==> src/hw/rtl/cdad_pkg.sv <==
`timescale 1ns / 1ps
`default_nettype none

package cdad_pkg;

   // Widths of the request and response fields.
   localparam int unsigned START_YEAR_W = 14;
   localparam int unsigned MONTH_W      = 4;
   localparam int unsigned DAY_W        = 5;
   localparam int unsigned DAYS_W       = 16;
   localparam int unsigned HOUR_W       = 5;
   localparam int unsigned MINUTE_W     = 6;
   localparam int unsigned SECOND_W     = 6;
   localparam int unsigned WEEKDAY_W    = 3;

   // Width of a remainder from the shared divider (below one century).
   localparam int unsigned REM_W = 7;

   // Calendar codes.
   localparam logic [MONTH_W-1:0] JANUARY  = 4'd1;
   localparam logic [MONTH_W-1:0] FEBRUARY = 4'd2;
   localparam logic [MONTH_W-1:0] MARCH    = 4'd3;
   localparam logic [MONTH_W-1:0] DECEMBER = 4'd12;

   localparam logic [REM_W:0]   CENTURY_DIVISOR = 8'd100;
   localparam logic [REM_W:0]   WEEK_DIVISOR    = 8'd7;
   localparam logic [REM_W-1:0] LAST_OF_CENTURY = 7'd99;
   localparam logic [WEEKDAY_W-1:0] SATURDAY    = 3'd6;
   localparam logic [WEEKDAY_W-1:0] SUNDAY      = 3'd0;

   // Commands from the controller to the datapath.
   typedef struct packed {
      logic capture;     // take a new request
      logic div_start;   // start the shared divider
      logic div_by7;     // divider works modulo the week, else by the century
      logic year_split;  // latch year quotient and remainder by 100
      logic walk_step;   // advance the date by one month or to the end
      logic zsum_a;      // first half of the weekday sum
      logic zsum_b;      // second half of the weekday sum
      logic out_load;    // load the response register
      logic out_err;     // response carries an error and echoes the start date
   } cdad_cmd_type;

   // Status from the datapath to the controller.
   typedef struct packed {
      logic early_bad;   // year zero, year above the maximum, or month out of range
      logic day_bad;     // day of month out of range
      logic walk_done;   // no days left to add
      logic walk_ovf;    // the next step would pass the maximum year
      logic div_done;    // divider result is ready
   } cdad_sts_type;

   // Length of a month, with February stretched in a leap year.
   function automatic logic [DAY_W-1:0] month_days(input logic [MONTH_W-1:0] month,
                                                   input logic leap);
      logic [DAY_W-1:0] len;
      begin
         unique case (month)
            4'd2:                      len = leap ? 5'd29 : 5'd28;
            4'd4, 4'd6, 4'd9, 4'd11:   len = 5'd30;
            default:                   len = 5'd31;
         endcase
         return len;
      end
   endfunction

   // Month term of Zeller's congruence, floor(13 * (m + 1) / 5), where January
   // and February count as months 13 and 14 of the previous year.
   function automatic logic [5:0] zeller_month_term(input logic [MONTH_W-1:0] month);
      logic [5:0] term;
      begin
         unique case (month)
            4'd1:    term = 6'd36;
            4'd2:    term = 6'd39;
            4'd3:    term = 6'd10;
            4'd4:    term = 6'd13;
            4'd5:    term = 6'd15;
            4'd6:    term = 6'd18;
            4'd7:    term = 6'd20;
            4'd8:    term = 6'd23;
            4'd9:    term = 6'd26;
            4'd10:   term = 6'd28;
            4'd11:   term = 6'd31;
            4'd12:   term = 6'd33;
            default: term = 6'd0;
         endcase
         return term;
      end
   endfunction

endpackage

`default_nettype wire

==> src/hw/rtl/cdad_div.sv <==
`timescale 1ns / 1ps
`default_nettype none

// Division by a fixed divisor of 100 or 7 through a multiply by the rounded-up
// reciprocal. The quotient is registered at start and the remainder in the next
// cycle, when done rises. The result is exact for a dividend below 2^17 by 100
// and below 2^15 by 7.
module cdad_div
   import cdad_pkg::*;
#(
   parameter int unsigned W = 14
) (
   input  logic                clock,
   input  logic                reset,
   input  logic                start,
   input  logic                by7,
   input  logic [W-1:0]        dividend,
   output logic                done,
   output logic [W-1:0]        quot,
   output logic [REM_W-1:0]    remainder
);

   localparam int unsigned RECIP_W = 18;
   localparam int unsigned PW      = W + RECIP_W;

   // Reciprocals rounded up: 2^24 / 100 and 2^17 / 7.
   localparam logic [RECIP_W-1:0] RECIP_CENTURY = 18'd167773;
   localparam logic [RECIP_W-1:0] RECIP_WEEK    = 18'd18725;
   localparam int unsigned        SHIFT_CENTURY = 24;
   localparam int unsigned        SHIFT_WEEK    = 17;

   logic             busy_ff;
   logic             done_ff;
   logic             by7_ff;
   logic [W-1:0]     x_ff;
   logic [W-1:0]     quot_ff;
   logic [REM_W-1:0] rem_ff;

   logic [PW-1:0]    product;
   logic [W-1:0]     quot_in;
   logic [REM_W:0]   divisor;
   logic [W-1:0]     back;
   logic [W-1:0]     diff;

   // Quotient from the scaled reciprocal.
   always_comb begin
      product = PW'(dividend) * PW'(by7 ? RECIP_WEEK : RECIP_CENTURY);
      quot_in = by7 ? W'(product >> SHIFT_WEEK) : W'(product >> SHIFT_CENTURY);
   end

   // Remainder from the registered quotient; it is below one century, so the
   // low bits of the difference are enough.
   always_comb begin
      divisor = by7_ff ? WEEK_DIVISOR : CENTURY_DIVISOR;
      back    = quot_ff * W'(divisor);
      diff    = x_ff - back;
   end

   // Busy and done pulses.
   always_ff @(posedge clock) begin
      if (reset) begin
         busy_ff <= 1'b0;
         done_ff <= 1'b0;
      end else begin
         busy_ff <= start;
         done_ff <= busy_ff;
      end
   end

   // Operand, quotient and remainder registers.
   always_ff @(posedge clock) begin
      if (start) begin
         x_ff    <= dividend;
         by7_ff  <= by7;
         quot_ff <= quot_in;
      end
      if (busy_ff) begin
         rem_ff <= diff[REM_W-1:0];
      end
   end

   assign done      = done_ff;
   assign quot      = quot_ff;
   assign remainder = rem_ff;

endmodule

`default_nettype wire

==> src/hw/rtl/cdad_datapath.sv <==
`timescale 1ns / 1ps
`default_nettype none

module cdad_datapath
   import cdad_pkg::*;
#(
   parameter int unsigned MAX_YEAR = 9999,
   parameter int unsigned YEAR_W   = 14
) (
   input  logic                    clock,
   input  logic                    reset,
   input  cdad_cmd_type            cmd,
   output cdad_sts_type            sts,
   input  logic [START_YEAR_W-1:0] start_year,
   input  logic [MONTH_W-1:0]      start_month,
   input  logic [DAY_W-1:0]        start_day,
   input  logic [DAYS_W-1:0]       days_to_add,
   input  logic [HOUR_W-1:0]       hour_in,
   input  logic [MINUTE_W-1:0]     minute_in,
   input  logic [SECOND_W-1:0]     second_in,
   output logic [START_YEAR_W-1:0] result_year,
   output logic [MONTH_W-1:0]      result_month,
   output logic [DAY_W-1:0]        result_day,
   output logic [WEEKDAY_W-1:0]    weekday,
   output logic [HOUR_W-1:0]       hour_out,
   output logic [MINUTE_W-1:0]     minute_out,
   output logic [SECOND_W-1:0]     second_out,
   output logic                    date_error
);

   // Centuries need six bits fewer than years; the weekday sum three fewer.
   localparam int unsigned QW = YEAR_W - 6;
   localparam int unsigned SW = YEAR_W - 3;
   localparam logic [YEAR_W-1:0] MAX_Y = YEAR_W'(MAX_YEAR);

   // Captured request.
   logic [START_YEAR_W-1:0] sy_ff;
   logic [MONTH_W-1:0]      sm_ff;
   logic [DAY_W-1:0]        sd_ff;
   logic [HOUR_W-1:0]       hour_ff;
   logic [MINUTE_W-1:0]     minute_ff;
   logic [SECOND_W-1:0]     second_ff;

   // Running date and days still to add.
   logic [YEAR_W-1:0]       ry_ff;
   logic [MONTH_W-1:0]      rm_ff;
   logic [DAY_W-1:0]        rd_ff;
   logic [DAYS_W-1:0]       rem_ff;
   logic [REM_W-1:0]        r100_ff;
   logic [QW-1:0]           q100_ff;

   // Weekday sum.
   logic [7:0]              part_ff;
   logic [SW-1:0]           sum_ff;

   // Response register.
   logic [START_YEAR_W-1:0] oyear_ff;
   logic [MONTH_W-1:0]      omonth_ff;
   logic [DAY_W-1:0]        oday_ff;
   logic [WEEKDAY_W-1:0]    owday_ff;
   logic [HOUR_W-1:0]       ohour_ff;
   logic [MINUTE_W-1:0]     ominute_ff;
   logic [SECOND_W-1:0]     osecond_ff;
   logic                    oerr_ff;

   logic [YEAR_W-1:0]       sy_ext;
   logic                    leap;
   logic [DAY_W-1:0]        md;
   logic [DAYS_W:0]         reach;
   logic                    fits;
   logic [DAY_W:0]          consumed;
   logic [REM_W-1:0]        kval;
   logic [QW-1:0]           jval;
   logic [YEAR_W-1:0]       div_dividend;
   logic                    div_done;
   logic [YEAR_W-1:0]       div_quot;
   logic [REM_W-1:0]        div_rem;
   logic [WEEKDAY_W-1:0]    wday;

   assign sy_ext = YEAR_W'(sy_ff);

   // Leap year from the year split by 100: divisible by 4 unless a century,
   // then the century count must be divisible by 4.
   always_comb begin
      leap     = (r100_ff != '0) ? (r100_ff[1:0] == 2'b00) : (q100_ff[1:0] == 2'b00);
      md       = month_days(rm_ff, leap);
      reach    = (DAYS_W + 1)'(rd_ff) + (DAYS_W + 1)'(rem_ff);
      fits     = (reach <= (DAYS_W + 1)'(md));
      consumed = (DAY_W + 1)'(md) - (DAY_W + 1)'(rd_ff) + (DAY_W + 1)'(1);
   end

   // Zeller year terms; January and February belong to the previous year.
   always_comb begin
      if (rm_ff < MARCH) begin
         if (r100_ff == '0) begin
            kval = LAST_OF_CENTURY;
            jval = q100_ff - 1'b1;
         end else begin
            kval = r100_ff - 1'b1;
            jval = q100_ff;
         end
      end else begin
         kval = r100_ff;
         jval = q100_ff;
      end
   end

   // Status for the controller.
   always_comb begin
      sts.early_bad = (sy_ff == '0) || (sy_ext > MAX_Y) ||
                      (sm_ff == '0) || (sm_ff > DECEMBER);
      sts.day_bad   = (sd_ff == '0) || (sd_ff > month_days(sm_ff, leap));
      sts.walk_done = (rem_ff == '0);
      sts.walk_ovf  = !fits && (rm_ff == DECEMBER) && (ry_ff >= MAX_Y);
      sts.div_done  = div_done;
   end

   // Shared divider: the start year by 100, later the weekday sum by 7.
   assign div_dividend = cmd.div_by7 ? YEAR_W'(sum_ff) : sy_ext;

   cdad_div #(
      .W (YEAR_W)
   ) u_div (
      .clock     (clock),
      .reset     (reset),
      .start     (cmd.div_start),
      .by7       (cmd.div_by7),
      .dividend  (div_dividend),
      .done      (div_done),
      .quot      (div_quot),
      .remainder (div_rem)
   );

   // Zeller gives 0 for Saturday; shift so that 0 is Sunday.
   assign wday = (div_rem[WEEKDAY_W-1:0] == SUNDAY) ? SATURDAY
                                                    : div_rem[WEEKDAY_W-1:0] - 1'b1;

   // Request capture, the year split and the month-by-month walk.
   always_ff @(posedge clock) begin
      if (cmd.capture) begin
         sy_ff     <= start_year;
         sm_ff     <= start_month;
         sd_ff     <= start_day;
         hour_ff   <= hour_in;
         minute_ff <= minute_in;
         second_ff <= second_in;
         ry_ff     <= YEAR_W'(start_year);
         rm_ff     <= start_month;
         rd_ff     <= start_day;
         rem_ff    <= days_to_add;
      end else if (cmd.year_split) begin
         q100_ff <= div_quot[QW-1:0];
         r100_ff <= div_rem;
      end else if (cmd.walk_step) begin
         if (fits) begin
            rd_ff  <= rd_ff + rem_ff[DAY_W-1:0];
            rem_ff <= '0;
         end else begin
            rem_ff <= rem_ff - DAYS_W'(consumed);
            rd_ff  <= DAY_W'(1);
            if (rm_ff == DECEMBER) begin
               rm_ff <= JANUARY;
               ry_ff <= ry_ff + 1'b1;
               if (r100_ff == LAST_OF_CENTURY) begin
                  r100_ff <= '0;
                  q100_ff <= q100_ff + 1'b1;
               end else begin
                  r100_ff <= r100_ff + 1'b1;
               end
            end else begin
               rm_ff <= rm_ff + 1'b1;
            end
         end
      end
   end

   // Weekday sum in two halves.
   always_ff @(posedge clock) begin
      if (cmd.zsum_a) begin
         part_ff <= 8'(rd_ff) + 8'(zeller_month_term(rm_ff)) + 8'(kval) + 8'(kval >> 2);
      end
      if (cmd.zsum_b) begin
         sum_ff <= SW'(part_ff) + SW'(jval >> 2) + SW'({jval, 2'b00}) + SW'(jval);
      end
   end

   // Response register; an error echoes the start date.
   always_ff @(posedge clock) begin
      if (cmd.out_load) begin
         ohour_ff   <= hour_ff;
         ominute_ff <= minute_ff;
         osecond_ff <= second_ff;
         oerr_ff    <= cmd.out_err;
         if (cmd.out_err) begin
            oyear_ff  <= sy_ff;
            omonth_ff <= sm_ff;
            oday_ff   <= sd_ff;
            owday_ff  <= SUNDAY;
         end else begin
            oyear_ff  <= ry_ff[START_YEAR_W-1:0];
            omonth_ff <= rm_ff;
            oday_ff   <= rd_ff;
            owday_ff  <= wday;
         end
      end
   end

   assign result_year  = oyear_ff;
   assign result_month = omonth_ff;
   assign result_day   = oday_ff;
   assign weekday      = owday_ff;
   assign hour_out     = ohour_ff;
   assign minute_out   = ominute_ff;
   assign second_out   = osecond_ff;
   assign date_error   = oerr_ff;

`ifndef SYNTHESIS
   // Every walk step uses up at least one day.
   a_walk_progress: assert property (@(posedge clock) disable iff (reset)
      cmd.walk_step |=> (rem_ff < $past(rem_ff)))
      else $error("walk step did not reduce the remaining days");
`endif

endmodule

`default_nettype wire

==> src/hw/rtl/cdad_ctrl.sv <==
`timescale 1ns / 1ps
`default_nettype none

module cdad_ctrl
   import cdad_pkg::*;
(
   input  logic         clock,
   input  logic         reset,
   input  logic         req_valid,
   output logic         req_stall,
   output logic         rsp_valid,
   input  logic         rsp_stall,
   output cdad_cmd_type cmd,
   input  cdad_sts_type sts
);

   typedef enum logic [3:0] {
      ST_IDLE,
      ST_PRECHECK,
      ST_SPLIT,
      ST_DAYCHECK,
      ST_WALK,
      ST_ZSUM_A,
      ST_ZSUM_B,
      ST_DIV7_START,
      ST_DIV7,
      ST_DELIVER
   } state_type;

   state_type state_ff, state_in;
   logic      err_ff, err_in;
   logic      rsp_valid_ff, rsp_valid_in;

   // Commands and next state.
   always_comb begin
      cmd      = '0;
      state_in = state_ff;
      err_in   = err_ff;
      unique case (state_ff)
         ST_IDLE: begin
            if (req_valid) begin
               cmd.capture = 1'b1;
               err_in      = 1'b0;
               state_in    = ST_PRECHECK;
            end
         end
         ST_PRECHECK: begin
            if (sts.early_bad) begin
               err_in   = 1'b1;
               state_in = ST_DELIVER;
            end else begin
               cmd.div_start = 1'b1;
               state_in      = ST_SPLIT;
            end
         end
         ST_SPLIT: begin
            if (sts.div_done) begin
               cmd.year_split = 1'b1;
               state_in       = ST_DAYCHECK;
            end
         end
         ST_DAYCHECK: begin
            if (sts.day_bad) begin
               err_in   = 1'b1;
               state_in = ST_DELIVER;
            end else begin
               state_in = ST_WALK;
            end
         end
         ST_WALK: begin
            if (sts.walk_done) begin
               state_in = ST_ZSUM_A;
            end else if (sts.walk_ovf) begin
               err_in   = 1'b1;
               state_in = ST_DELIVER;
            end else begin
               cmd.walk_step = 1'b1;
            end
         end
         ST_ZSUM_A: begin
            cmd.zsum_a = 1'b1;
            state_in   = ST_ZSUM_B;
         end
         ST_ZSUM_B: begin
            cmd.zsum_b = 1'b1;
            state_in   = ST_DIV7_START;
         end
         ST_DIV7_START: begin
            cmd.div_start = 1'b1;
            cmd.div_by7   = 1'b1;
            state_in      = ST_DIV7;
         end
         ST_DIV7: begin
            cmd.div_by7 = 1'b1;
            if (sts.div_done) begin
               state_in = ST_DELIVER;
            end
         end
         ST_DELIVER: begin
            cmd.out_err = err_ff;
            if (!rsp_valid_ff || !rsp_stall) begin
               cmd.out_load = 1'b1;
               state_in     = ST_IDLE;
            end
         end
         default: begin
            state_in = ST_IDLE;
         end
      endcase
   end

   // The response register holds its response until the far side takes it.
   always_comb begin
      rsp_valid_in = rsp_valid_ff;
      if (cmd.out_load) begin
         rsp_valid_in = 1'b1;
      end else if (!rsp_stall) begin
         rsp_valid_in = 1'b0;
      end
   end

   // State and registered outputs.
   always_ff @(posedge clock) begin
      if (reset) begin
         state_ff     <= ST_IDLE;
         err_ff       <= 1'b0;
         rsp_valid_ff <= 1'b0;
      end else begin
         state_ff     <= state_in;
         err_ff       <= err_in;
         rsp_valid_ff <= rsp_valid_in;
      end
   end

   assign req_stall = (state_ff != ST_IDLE);
   assign rsp_valid = rsp_valid_ff;

endmodule

`default_nettype wire

==> src/hw/rtl/calendar_date_add_days.sv <==
`timescale 1ns / 1ps
`default_nettype none

// Adds a count of days to a Gregorian date and returns the new date, its
// weekday (0 is Sunday) and the time of day passed through unchanged. A start
// date with year zero, a year above MAX_YEAR, a bad month or a bad day, or a
// walk that would pass MAX_YEAR, sets date_error and echoes the start date with
// weekday 0. One request is worked at a time; a new request is taken as soon as
// the previous one has moved into the response register. A valid request makes
// one walk step for each month boundary crossed plus one for a final part month
// (up to about 2155 for 65535 days): the date advances one month per cycle, and
// a reciprocal-multiply divider splits the start year by 100 and later reduces
// the weekday sum modulo 7. A start year or month out of range skips the divider
// and the walk, and a bad day skips the walk and the weekday sum; a stalled
// response holds the block until it is taken.
module calendar_date_add_days
   import cdad_pkg::*;
#(
   parameter int unsigned MAX_YEAR = 9999
) (
   input  logic                    clock,
   input  logic                    reset,
   input  logic                    req_valid,
   output logic                    req_stall,
   input  logic [START_YEAR_W-1:0] req_start_year,
   input  logic [MONTH_W-1:0]      req_start_month,
   input  logic [DAY_W-1:0]        req_start_day,
   input  logic [DAYS_W-1:0]       req_days_to_add,
   input  logic [HOUR_W-1:0]       req_hour_in,
   input  logic [MINUTE_W-1:0]     req_minute_in,
   input  logic [SECOND_W-1:0]     req_second_in,
   output logic                    rsp_valid,
   input  logic                    rsp_stall,
   output logic [START_YEAR_W-1:0] rsp_result_year,
   output logic [MONTH_W-1:0]      rsp_result_month,
   output logic [DAY_W-1:0]        rsp_result_day,
   output logic [WEEKDAY_W-1:0]    rsp_weekday,
   output logic [HOUR_W-1:0]       rsp_hour_out,
   output logic [MINUTE_W-1:0]     rsp_minute_out,
   output logic [SECOND_W-1:0]     rsp_second_out,
   output logic                    rsp_date_error
);

   // The running year must reach one past MAX_YEAR and hold any start year.
   localparam int unsigned YEAR_BITS = $clog2(MAX_YEAR + 2);
   localparam int unsigned YEAR_W    = (YEAR_BITS > START_YEAR_W) ? YEAR_BITS : START_YEAR_W;

   cdad_cmd_type cmd;
   cdad_sts_type sts;

   // Sequencer.
   cdad_ctrl u_ctrl (
      .clock     (clock),
      .reset     (reset),
      .req_valid (req_valid),
      .req_stall (req_stall),
      .rsp_valid (rsp_valid),
      .rsp_stall (rsp_stall),
      .cmd       (cmd),
      .sts       (sts)
   );

   // Date arithmetic and response register.
   cdad_datapath #(
      .MAX_YEAR (MAX_YEAR),
      .YEAR_W   (YEAR_W)
   ) u_datapath (
      .clock        (clock),
      .reset        (reset),
      .cmd          (cmd),
      .sts          (sts),
      .start_year   (req_start_year),
      .start_month  (req_start_month),
      .start_day    (req_start_day),
      .days_to_add  (req_days_to_add),
      .hour_in      (req_hour_in),
      .minute_in    (req_minute_in),
      .second_in    (req_second_in),
      .result_year  (rsp_result_year),
      .result_month (rsp_result_month),
      .result_day   (rsp_result_day),
      .weekday      (rsp_weekday),
      .hour_out     (rsp_hour_out),
      .minute_out   (rsp_minute_out),
      .second_out   (rsp_second_out),
      .date_error   (rsp_date_error)
   );

`ifndef SYNTHESIS
   // Once a request is taken, the block is busy with it.
   a_busy_after_accept: assert property (@(posedge clock) disable iff (reset)
      (req_valid && !req_stall) |=> req_stall)
      else $error("request port open right after a request was taken");

   // A good date response carries a real month, day and weekday.
   a_good_response: assert property (@(posedge clock) disable iff (reset)
      (rsp_valid && !rsp_date_error) |->
         (rsp_result_month != '0) && (rsp_result_month <= DECEMBER) &&
         (rsp_weekday <= SATURDAY) && (rsp_result_day != '0))
      else $error("response date out of range without error");

   // An error response always has weekday Sunday.
   a_error_weekday: assert property (@(posedge clock) disable iff (reset)
      (rsp_valid && rsp_date_error) |-> (rsp_weekday == SUNDAY))
      else $error("error response with a weekday");
`endif

endmodule

`default_nettype wire

==> config.mk <==
export PLATFORM = sky130hd
export DESIGN_NAME = calendar_date_add_days
export DESIGN_NICKNAME = d
export VERILOG_FILES = /design/src/hw/rtl/cdad_pkg.sv /design/src/hw/rtl/cdad_div.sv /design/src/hw/rtl/cdad_datapath.sv /design/src/hw/rtl/cdad_ctrl.sv /design/src/hw/rtl/calendar_date_add_days.sv
export SDC_FILE = /design/constraint.sdc
export NUM_CORES = 1
export LEC_CHECK = 0
export BUFFER_PORTS_ARGS = -buffer_cell sky130_fd_sc_hd__buf_2
export CAP_MARGIN = 20
export CORE_ASPECT_RATIO = 1.1
export CORE_MARGIN = 10
export CORE_UTILIZATION = 45
export DETAILED_ROUTE_END_ITERATION = 12
export GPL_TIMING_DRIVEN = 0
export SETUP_SLACK_MARGIN = 0.05
export SYNTH_ARGS = -nofsm -noshare
export SYNTH_HDL_FRONTEND = slang
export SYNTH_SLANG_ARGS = --single-unit
==> constraint.sdc <==
create_clock -name clock -period 19.22 [get_ports clock]
set_input_delay 2.883 -clock clock [delete_from_list [all_inputs] [get_ports clock]]
set_output_delay 2.883 -clock clock [all_outputs]
set_load 0.03 [all_outputs]
# [Word-level counts from Yosys, hierarchy flattened]
# Memory sizes are Yosys's and may differ from the RTL's. A register that Yosys moved wholly into a read port is not among the register bits.
# Index checks and enable logic that the tools add are counted.
[op_classes] add_sub_neg=19 reduce_logical=38 order_cmp=6 bitwise=1 n_mul=2 n_mux=77 n_eq_ne=34
[ops] cell="two-way mux 14 bit" n=7
[ops] cell="two-way mux 16 bit" n=4
[ops] cell="two-way mux 8 bit" n=8
[ops] cell="two-way mux 4 bit" n=15
[ops] cell="two-way mux 7 bit" n=8
[ops] cell="one-hot mux 4 bit (10 select lines)" n=1
[ops] cell="== test 4 x 3 -> 1 bit, second input constant" n=8
[ops] cell="multiplier 14 x 18 -> 32 bit" n=1
[ops] cell="== test 4 bit, second input constant" n=7
[ops] cell="two-way mux 5 bit" n=5
[ops] cell="two-way mux 1 bit" n=21
[ops] cell="one-hot mux 5 bit (2 select lines)" n=2
[ops] cell="two-way mux 18 bit" n=1
[ops] cell="adder 5 x 16 -> 17 bit" n=1
[ops] cell="less-or-equal comparator 17 x 5 -> 1 bit" n=1
[ops] cell="== test 4 x 2 -> 1 bit, second input constant" n=4
[ops] cell="logical NOT 16 bit" n=1
[ops] cell="subtractor 16 x 6 -> 16 bit" n=1
[ops] cell="adder 14 x 1 -> 14 bit, second input constant" n=1
[ops] cell=">= comparator 14 bit, second input constant" n=1
[ops] cell="greater-than comparator 14 bit, second input constant" n=1
[ops] cell="logical NOT 14 bit" n=1
[ops] cell="multiplier 14 x 7 -> 7 bit" n=1
[ops] cell="inequality test 2 bit, second input constant" n=7
[ops] cell="other kinds (47)" n=69
[word_totals] regBits=194 mem_bits_ro=96 memories=1 out_inout_bits=46
[memory_table] memory="(no name shown)" depth=16 width=6 rd=1 rd_clocked_by_memory_dff=1 write_ports=0 line_no="cdad_pkg.sv:72" text="unique case (month)"

# [Logic depth before layout (Yosys ltp)]
# Gate-level depths: netlist of the first run.
[depth] depth_word=15 mapped_depth=30

# [Hierarchy]
# A second synthesis of the first run with hierarchy kept.
[unflattened] cells_unflattened=1592 hier_area_um2=17272.8
[modules_own_cells] mod="cdad_datapath" cells_per_inst=806 instances=1 area_per_inst_um2=9462.8
[modules_own_cells] mod="cdad_div" cells_per_inst=718 instances=1 area_per_inst_um2=7298.2
[modules_own_cells] mod="cdad_ctrl" cells_per_inst=68 instances=1 area_per_inst_um2=511.7

# [Worst setup path after synthesis of the first run]
# OpenSTA, ideal clock, no wires.
[synth_timing] kind="register to register" from="register u_ctrl.state_ff[0]" to="register u_datapath.u_div.quot_ff[7], in the netlist u_datapath.u_div.quot[7], data pin" path_slack_ns=12.338 t_arrival_ns=6.613 path_stages_with_launch=25 setup_ns=0.269 cell_sequence="dfxtp_1 -> clkbuf_1 -> nor2_1 -> nand2_1 -> o21a_1 -> clkbuf_1 -> and2_1 -> inv_1 -> fa_1 -> fa_1 -> inv_1 -> fa_1 -> fa_1 -> fa_1 -> fa_1 -> ha_1 -> a21oi_1 -> o21ai_0 -> nor4b_1 -> o211ai_1 -> o21ai_1 -> o21ai_0 -> a211oi_1 -> xnor2_1 -> mux2i_1"
[synth_between] elab_chain_cells=6 word_cells_on_any_way=8 cone_classes="1 x mul; 2 x eq/ne; 4 x mux; 1 x reduce/logical"
[synth_lines] item="from (decl)" line_no="cdad_ctrl.sv:30" text="state_type state_ff, state_in;"
[synth_lines] item="from (signal assigned)" line_no="cdad_ctrl.sv:129" text="state_ff <= state_in;"
[synth_lines] item="== test 4 x 3 -> 1 bit / == test 4 bit (equally long branches)" line_no="cdad_ctrl.sv:39" text="unique case (state_ff)"
[synth_lines] item="OR reduction 2 bit (no line) (*)"
[synth_lines] item="two-way mux 1 bit (*)" line_no="cdad_ctrl.sv:39"
[synth_lines] item="two-way mux 14 bit / two-way mux 18 bit (equally long branches)" line_no="cdad_datapath.sv:119, cdad_div.sv:47"
[synth_lines] item="multiplier 14 x 18 -> 32 bit" line_no="cdad_div.sv:47" text="product = PW'(dividend) * PW'(by7 ? RECIP_WEEK : RECIP_CENTURY);"
[synth_lines] item="two-way mux 8 bit (*)" line_no="cdad_div.sv:48" text="quot_in = by7 ? W'(product >> SHIFT_WEEK) : W'(product >> SHIFT_CENTURY);"
[synth_lines] item="named net u_datapath.u_div.quot_in[7]" line_no="cdad_div.sv:40" text="logic [W-1:0] quot_in;"
[synth_lines] item="to (signal assigned)" line_no="cdad_div.sv:75" text="quot_ff <= quot_in;"
[synth_lines] item="to (decl)" line_no="cdad_div.sv:36" text="logic [W-1:0] quot_ff;"
# Mark *: on every way through the listed nets, which the timed path passes. The rest lies on a longest branch.
# A chain may end at the register's enable or synchronous reset.

# [Worst setup path after layout of the first run]
[layout_timing] from="register u_ctrl.state_ff[0]" to="register u_datapath.u_div.quot_ff[3], in the netlist u_datapath.u_div.quot[3], data pin"
[layout_between] elab_chain_cells=6 word_cells_on_any_way=8 cone_classes="1 x mul; 2 x eq/ne; 4 x mux; 1 x reduce/logical"
[layout_lines] item="== test 4 x 3 -> 1 bit / == test 4 bit (equally long branches)" line_no="cdad_ctrl.sv:39"
[layout_lines] item="OR reduction 2 bit (no line) (*)"
[layout_lines] item="two-way mux 1 bit (*)" line_no="cdad_ctrl.sv:39"
[layout_lines] item="two-way mux 14 bit (*)" line_no="cdad_datapath.sv:119" text="assign div_dividend = cmd.div_by7 ? YEAR_W'(sum_ff) : sy_ext;"
[layout_lines] item="named net u_datapath.div_dividend[6]" line_no="cdad_datapath.sv:74" text="logic [YEAR_W-1:0] div_dividend;"
[layout_lines] item="multiplier 14 x 18 -> 32 bit (*)" line_no="cdad_div.sv:47"
[layout_lines] item="two-way mux 8 bit (*)" line_no="cdad_div.sv:48"
[layout_lines] item="named net u_datapath.u_div.quot_in[3]" line_no="cdad_div.sv:40"
# Marked as above.

==> impl_metrics.toml, run 1 <==
[final_layout]
antennaDiodeCount = 0
synthToLayoutAreaGrowth_pct = 11.0
multiInputGateArea_sq_um = 10100
regArea_sq_um = 5690
final_cell_count_no_fill = 2300
drive_above_1_share = 0.0908
n_fill_cell = 3460
final_nets = 2198

[cts]
cts_buffers = 17
ctsResizeCount = 0
cts_buffer_depth = 2
root_buffer = "clkbuf_16"
cts_setup_buffers = 0
insertion_delay_ns = 0.46
clk_pin_slew_ns = 0.08
clock-sinks = 194
cts_tree = "built"
cts_max_level = 4
cts_hold_buffers = 0

[worst_hold_path]
hold_path_class = "reg -> reg"
min-delay-start = "u_datapath.hour_ff[2]"

[timing]
finalHoldViolCount = 0
fmax_ghz = 0.119
worstMarginPinSlew_ns = 0.974
fin_crit_ns = 8.40
drv_slew = 0
max-slew-margin-rel = 0.349
period_share = 0.437
skew_ns = 0.0209
setup_violations = 0
rsz0062_at_grt = "no"
setup_tns_ns = 0

[detailed_routing]
vias = 12100
drt_iter0_markers = 677
first_pass_iters = 5
via_per_inst = 5.28
avgRoutedWirePerCell_microns = 18.3
wirelength_mm = 42.0
drc = 0
ant_nets = 0

[setup_path]
cp-end-kind = "flip-flop"
critPathKind = "reg -> reg"
cpMaxStageDelayCell = "fa_1"
cp_top_family = "adder cells"
worstPathRequired_ns = 19.40
cp.arrival_ns = 8.58
cpPeakStageDelay_ns = 0.55
crit_start = "u_ctrl.state_ff[0]"
worst_setup_path_start_kind = "flip-flop"
path_buf_inv = 5
crit_fanout = 10
cpMostUsedCell = "fa_1"
regToRegStartpoint = "u_ctrl.state_ff[0]"

[status]
status = "finished, final reports clean"

[synthesis]
synth.distinct_cells = 67
netlist_area_sq_um = 16800
syn_area_per_cell_sq_um = 10.2
netlist.area_leader.share = 0.321
synth.area.top_cells = "edfxtp_1 (32%), ha_1 (16%), fa_1 (16%)"
yosys_warnings = 0
synth_top_area_cell = "edfxtp_1"
netlist_instances = 1652
synth_ff_type = "edfxtp_1"
synth.ff_latch_count = 194
ys_async_sr_fraction = 0
ys_seq_area_frac = 0.338
synth_edf_count = 180

[floorplanning]
dieArea_sq_um = 45500
core_sq_um = 37000
die_y_microns = 223
die_w_microns = 204
initial_utilization = 0.454
num_rows = 74
ioPinCount = 106

[grt]
grt_max_degree = 28
grt_pass1_wl_mm = 66.5
antenna_found_initial = 1
grtUsageTotal = 0.186
overflow = 0
grt_pass1_vias = 12800

[place]
hpwl_mm = 34.8
portBuffers = 105
place_inst = 2266
gp_congestion = 0.938

[run]
drv_cap = 0
## final cells by class
| cell class | count | area share |
|---|---|---|
| clock buffers | 19 | 0.0232 |
| flip-flops and latches | 194 | 0.304 |
| repair buffers | 110 | 0.0314 |
| multi-input cells | 1180 | 0.541 |
| inverters | 245 | 0.0492 |
| clock inverters | 13 | 0.00784 |
| plain buffers | 45 | 0.0103 |
| well taps | 494 | 0.0331 |
## cells in the final DEF, fill, tap and decap left out, drive strengths merged, types with 13 or more instances in the layout
cell / netlist / routed
inv: 244 / 250
ha: 214 / 214
nand2: 195 / 195
edfxtp: 180 / 180
fa: 131 / 131
buf: 11 / 119
o21ai: 84 / 84
nor2: 78 / 78
a21oi: 74 / 74
xnor2: 70 / 70
clkbuf: 34 / 55
xor2: 43 / 43
nand3: 37 / 37
nor3: 23 / 23
a21o: 20 / 20
o21bai: 17 / 17
nor2b: 14 / 14
conb: 2 / 14
dfxtp: 14 / 14
a211oi: 14 / 14
and2: 13 / 13
and3: 13 / 13
## metal layers
metal,GRT usage,vias to the layer above,part of all wire
li1,-,5892,-
met1,0.225,5957,0.43
met4,0.0476,2,0.018
met3,0.0329,42,0.038
met5,0,-,0.00040
met2,0.333,245,0.51
## worst reg2reg max path, cell delays in order, from the launching register on
cell and delay (ns):
dfxtp_1 0.32, clkbuf_1 0.30, nor2_1 0.19, nand2_1 0.12, o21a_1 0.29, clkbuf_1 0.47, buf_1 0.48, nand2_1 0.20
nand2_1 0.27, ha_1 0.33, fa_1 0.55, fa_1 0.45, fa_1 0.46, fa_1 0.51, inv_1 0.05, fa_1 0.49
inv_1 0.04, ha_1 0.37, a21oi_1 0.18, o21ai_0 0.15, nor4b_1 0.33, o211ai_1 0.14, o21ai_1 0.51, o21ai_0 0.31
a21oi_1 0.23, xor2_1 0.25, mux2i_1 0.15
## logic make-up (layout without fill, tap and decap cells)
kind of cell / Yosys count / count (layout) / synth area share
flops: 194 / 194 / 0.338
mux: 7 / 7 / 0.00416
compound gates: 269 / 269 / 0.0999
buf+inv: 290 / 432 / 0.0660
fa+ha+maj: 345 / 345 / 0.315
xor+xnor: 113 / 113 / 0.0588
other cells: 2 / 14 / 0.000446
simple gates: 432 / 432 / 0.118
## final timing paths
| kind | slack [ns] | endpoint | depth (start not counted) |
|---|---|---|---|
| setup reg to reg | 10.82 | u_datapath.u_div.quot[3] | 26 |
| hold / removal | 0.42 | u_datapath.hour_out[2] | 0 |
| setup / recovery | 10.82 | u_datapath.u_div.quot[3] | 26 |
| hold reg to reg | 0.42 | u_datapath.hour_out[2] | 0 |
## stage by stage
stage	setup WS, ns	instance area [sq um]	util	hold WS, ns
after floorplan	12.34	16900	-	0.400
after global placement	10.86	18000	0.486	0.400
after detailed placement	10.89	18100	0.488	0.405
after CTS	10.83	18700	0.504	0.424
after global routing	10.30	18700	0.504	0.427
final	10.82	18700	0.504	0.422
## synthesized netlist by cell type, drive strengths merged (4+ instances only)
library cell,count
or4,8
nand4,11
and2,13
or2,5
ha,214
buf,11
a31oi,10
xnor2,70
nor4,9
nor2b,14
clkbuf,34
o21bai,17
nor3,23
inv,244
a311oi,4
nand3,37
a21o,20
a21oi,74
o21ai,84
nand2,195
xor2,43
a211oi,14
a221oi,4
edfxtp,180
o31ai,4
dfxtp,14
and3,13
nor2,78
o22ai,9
nand2b,11
fa,131
mux2i,7
## flip-flops by register name, summed over array words and instances, names as in the netlist, 5 cells and up, named ones only
signal / cells
u_datapath.second_out: 6
u_datapath.rd_ff: 5
u_datapath.q100_ff: 8
u_datapath.u_div.quot: 8
u_datapath.hour_out: 5
u_datapath.ry_ff: 14
u_datapath.sd_ff: 5
u_datapath.second_ff: 6
u_datapath.result_day: 5
u_datapath.minute_ff: 6
u_datapath.result_year: 14
u_datapath.part_ff: 8
u_datapath.sy_ext: 14
u_datapath.rem_ff: 16
u_datapath.sum_ff: 11
u_datapath.hour_ff: 5
u_datapath.u_div.x_ff: 7
u_datapath.u_div.remainder: 7
u_datapath.minute_out: 6
u_datapath.r100_ff: 7
Power of run 1 is not shown: default switching activity piles up to over one toggle a cycle in this logic, so the estimate is an artifact.
==> run 2: changes to the inputs <==
- clock period: 19.22 -> 8.05 ns (I/O delays scaled with it)
==> run 2 against run 1 <==
  * Clock-buffer cell count stayed put
  * Die area stayed put
  * Via count is 0.16% lower
  * Worst setup slack worse by 10 ns
  * Hold slack stayed put
  * Flip-flop and latch count stayed put
  * Critical path depth is 1 lower
==> impl_metrics.toml, run 2 (same netlist as run 1, synthesis figures left out) <==
[status]
status = "finished, final reports clean"

[cts]
root_buffer = "clkbuf_16"
ctsResizeCount = 3
cts_buffer_depth = 2
cts_hold_buffers = 0
cts_tree = "built"
insertion_delay_ns = 0.46
cts_buffers = 17
cts_max_level = 4
cts_setup_buffers = 0
clock-sinks = 194
clk_pin_slew_ns = 0.08

[final_layout]
mostFrequentLayoutCell = "inv_1"
final_cell_mix = "inv_1 (244), ha_1 (214), nand2_1 (194), edfxtp_1 (180), fa_1 (131)"
synthToLayoutAreaGrowth_pct = 11.1
largest-register = "u_datapath.rem_ff"
final_nets = 2197
drive_above_1_share = 0.0964
antennaDiodeCount = 0
largest_register_ffs = 16

[grt]
grt_max_degree = 28
overflow = 0
grt_pass1_wl_mm = 66.5
antenna_found_initial = 1
grt_pass1_vias = 12800
grtUsageTotal = 0.186

[setup_path]
timing.rr.end = "u_datapath.u_div.quot[3]"
reg2reg_depth = 25
cp-end-kind = "flip-flop"
critPathKind = "reg -> reg"
worstPathRequired_ns = 8.24
cp.arrival_ns = 7.82
regToRegStartpoint = "u_ctrl.state_ff[0]"
worst_setup_path_start_kind = "flip-flop"
crit_fanout = 10
ff2ff_setup_slack_ns = 0.42

[place]
gp_congestion = 0.938
pre_cts_slack_ns = -0.280
hpwl_mm = 34.8
portBuffers = 105

[floorplanning]
initial_utilization = 0.454
dieArea_sq_um = 45500
die_w_microns = 204
die_y_microns = 223
num_rows = 74
core_sq_um = 37000
ioPinCount = 106

[worst_hold_path]
hold_path_class = "reg -> reg"
whs_endpoint = "u_datapath.hour_out[2]"
min-delay-start = "u_datapath.hour_ff[2]"
holdPathStages = 0

[timing]
fin_crit_ns = 7.63
setup_tns_ns = 0
drv_slew = 0
timing.hold.ws_ns = 0.422
finalHoldViolCount = 0
setup_violations = 0
skew_ns = 0.0212
rsz0062_at_grt = "no"
max-slew-margin-rel = 0.344
period_share = 0.948
fmax_ghz = 0.131
worst_slack_ns = 0.421
worstMarginPinSlew_ns = 0.981

[detailed_routing]
ant_nets = 0
drc = 0
first_pass_iters = 5
via_per_inst = 5.27
wirelength_mm = 42.0
vias = 12100
avgRoutedWirePerCell_microns = 18.3
drt_iter0_markers = 722

[run]
drv_cap = 0
==> run 2: per-layer routing <==
metal	global-route usage	vias to the layer above	part of all wire
li1	-	5897	-
met1	0.225	5929	0.43
met2	0.333	244	0.51
met3	0.0329	46	0.038
met4	0.0476	2	0.018
met5	0	-	0.00041
==> run 2: metrics by stage <==
stage               instances   util  instance area (sq um)
finish                   2299  0.505                  18700
global route             2299  0.505                  18700
CTS                      2298  0.504                  18700
detailed placement       2266  0.488                  18100
global placement         2263  0.486                  18000
floorplan                1664      -                  16900
==> run 2: final cells by class <==
cell class	instances	area [sq um]
inverter	245	923
timing repair buffer	110	586
buffer	44	198
multi-input combinational	1180	10100
tap	494	618
clock buffer	19	433
fill	3460	18300
sequential	194	5690
clock inverter	13	146
==> run 2: how the worst max path moves through the flow <==
stage | to | slack, ns | start | cells after the start
final | u_datapath.u_div.quot[3] | 0.42 | u_ctrl.state_ff[0] | 25
after detailed placement | u_datapath.u_div.quot[3] | -0.28 | u_ctrl.state_ff[0] | 26
after global placement | u_datapath.u_div.quot[3] | -0.31 | u_ctrl.state_ff[0] | 26
after global routing | u_datapath.u_div.quot[3] | 0.02 | u_ctrl.state_ff[0] | 27
after floorplan | u_datapath.u_div.quot[7] | 1.17 | u_ctrl.state_ff[0] | 24
after CTS | u_datapath.u_div.quot[3] | 0.13 | u_ctrl.state_ff[3] | 26
==> run 2: worst max-delay path, stage by stage, from the launching register on <==
cell and delay, ns:
dfxtp_1 0.50, nor2_1 0.17, nand2_1 0.12, o21a_1 0.32, clkinvlp_4 0.27, clkbuf_2 0.26, nand2_1 0.19, nand2_1 0.21
ha_1 0.35, inv_1 0.05, fa_1 0.51, inv_1 0.05, fa_1 0.48, fa_1 0.52, fa_1 0.53, fa_1 0.49
ha_1 0.39, a21oi_1 0.17, o21ai_0 0.14, nor4b_1 0.34, o211ai_1 0.19, o21ai_4 0.28, o21ai_0 0.22, a21oi_1 0.21
xor2_1 0.25, mux2i_1 0.15
Power of run 2 is left out for the same reason.
==> run 3: changes to the inputs <==
- PLACE_DENSITY: unset -> 0.7
==> run 3 against run 2 <==
  * Cell count barely moved
  * Hold slack got worse by 0.0042 ns
  * Fmax rose by 0.65%
  * Critical endpoint is now u_datapath.u_div.quot[5]
==> impl_metrics.toml, run 3 (same netlist as run 1, synthesis figures left out) <==
[grt]
grt_pass1_wl_mm = 68.0
overflow = 0
antenna_found_initial = 1
grt_pass1_vias = 13000
grtUsageTotal = 0.189
grt_max_degree = 32

[cts]
root_buffer = "clkbuf_16"
insertion_delay_ns = 0.47
cts_buffers = 17
cts_tree = "built"
cts_hold_buffers = 0
cts_buffer_depth = 2
clock-sinks = 194
cts_max_level = 4
clk_pin_slew_ns = 0.08

[detailed_routing]
avgRoutedWirePerCell_microns = 18.3
wirelength_mm = 42.1
ant_nets = 0
via_per_inst = 5.41
first_pass_iters = 7
drc = 0
vias = 12400
drt_iter0_markers = 878

[timing]
drv_slew = 0
skew_ns = 0.0173
worstMarginPinSlew_ns = 1.11
worst_slack_ns = 0.470
setup_violations = 0
finalHoldViolCount = 0
setup_tns_ns = 0
max-slew-margin-rel = 0.254
rsz0062_at_grt = "no"
period_share = 0.942
timing.hold.ws_ns = 0.418
fmax_ghz = 0.132
fin_crit_ns = 7.58

[floorplanning]
die_y_microns = 223
dieArea_sq_um = 45500
die_w_microns = 204
initial_utilization = 0.454
ioPinCount = 106
num_rows = 74
core_sq_um = 37000

[setup_path]
cp-end-kind = "flip-flop"
critPathKind = "reg -> reg"
cpPeakStageDelay_ns = 0.55
worst_setup_path_start_kind = "flip-flop"
cpMaxStageDelayCell = "fa_1"
cpMostUsedCell = "fa_1"
crit_fanout = 10
cp.arrival_ns = 7.77
worstPathRequired_ns = 8.24

[run]
drv_cap = 0

[final_layout]
n_fill_cell = 3410
final_cell_mix = "inv_1 (244), ha_1 (214), nand2_1 (194), edfxtp_1 (180), fa_1 (131)"
mostFrequentLayoutCell = "inv_1"
largest-register = "u_datapath.rem_ff"
antennaDiodeCount = 0
regArea_sq_um = 5690
multiInputGateArea_sq_um = 10100
synthToLayoutAreaGrowth_pct = 11.3
drive_above_1_share = 0.0976
largest_register_ffs = 16
final_nets = 2196

[place]
gp_congestion = 0.959
portBuffers = 105
hpwl_mm = 34.8
pre_cts_slack_ns = -0.455

[worst_hold_path]
hold_path_class = "reg -> reg"

[status]
status = "finished, final reports clean"
-- run 3: worst max-delay path: cells and delay by family (launching register included) --
family	cells	cell delay [ns]
XOR/XNOR	1	0.26
buffers and inverters	5	0.85
AO/OA/AOI/OAI	8	1.67
flip-flops	1	0.32
AND/OR/NAND/NOR	5	1.00
adder cells (fa/ha/maj)	7	3.18
-- run 3: path summary, 6_finish.rpt --
kind	startpoint	to	slack, ns	cells past startpoint
worst min-delay path	u_datapath.hour_ff[0]	u_datapath.hour_out[0]	0.42	0
worst max-delay path	u_ctrl.state_ff[3]	u_datapath.u_div.quot[5]	0.47	26
worst max register to register	u_ctrl.state_ff[3]	u_datapath.u_div.quot[5]	0.47	26
worst min register to register	u_datapath.hour_ff[0]	u_datapath.hour_out[0]	0.42	0
-- run 3: per-stage QoR --
step,std cells,utilization,area [sq um]
floorplan,1664,-,16900
global placement,2263,0.486,18000
detailed placement,2266,0.488,18100
CTS,2298,0.505,18700
global route,2298,0.505,18700
finish,2298,0.505,18700
-- run 3: cell type report --
cell class,instances,area share
Clock buffer,18,0.0235
Multi-Input combinational cell,1180,0.540
Clock inverter,14,0.00896
Buffer,44,0.0106
Tap cell,494,0.0330
Sequential cell,194,0.304
Inverter,245,0.0493
Timing Repair Buffer,109,0.0313
-- run 3: repair_timing --
item | 4_1_cts | 5_1_grt
gates resized for setup | 3 | 13
setup endpoints to repair | 8 | 8
pin swaps | 0 | 1
setup buffers | 0 | 1
cloned | 0 | 0
-- run 3: metal layers --
| layer | vias up | routed length [microns] | global-route usage |
|---|---|---|---|
| met1 | 6085 | 16500 | 0.218 |
| li1 | 5893 | - | - |
| met4 | 2 | 1320 | 0.0743 |
| met5 | - | 12 | 0 |
| met3 | 81 | 2220 | 0.0323 |
| met2 | 364 | 22000 | 0.340 |
Power of run 3 is left out for the same reason.
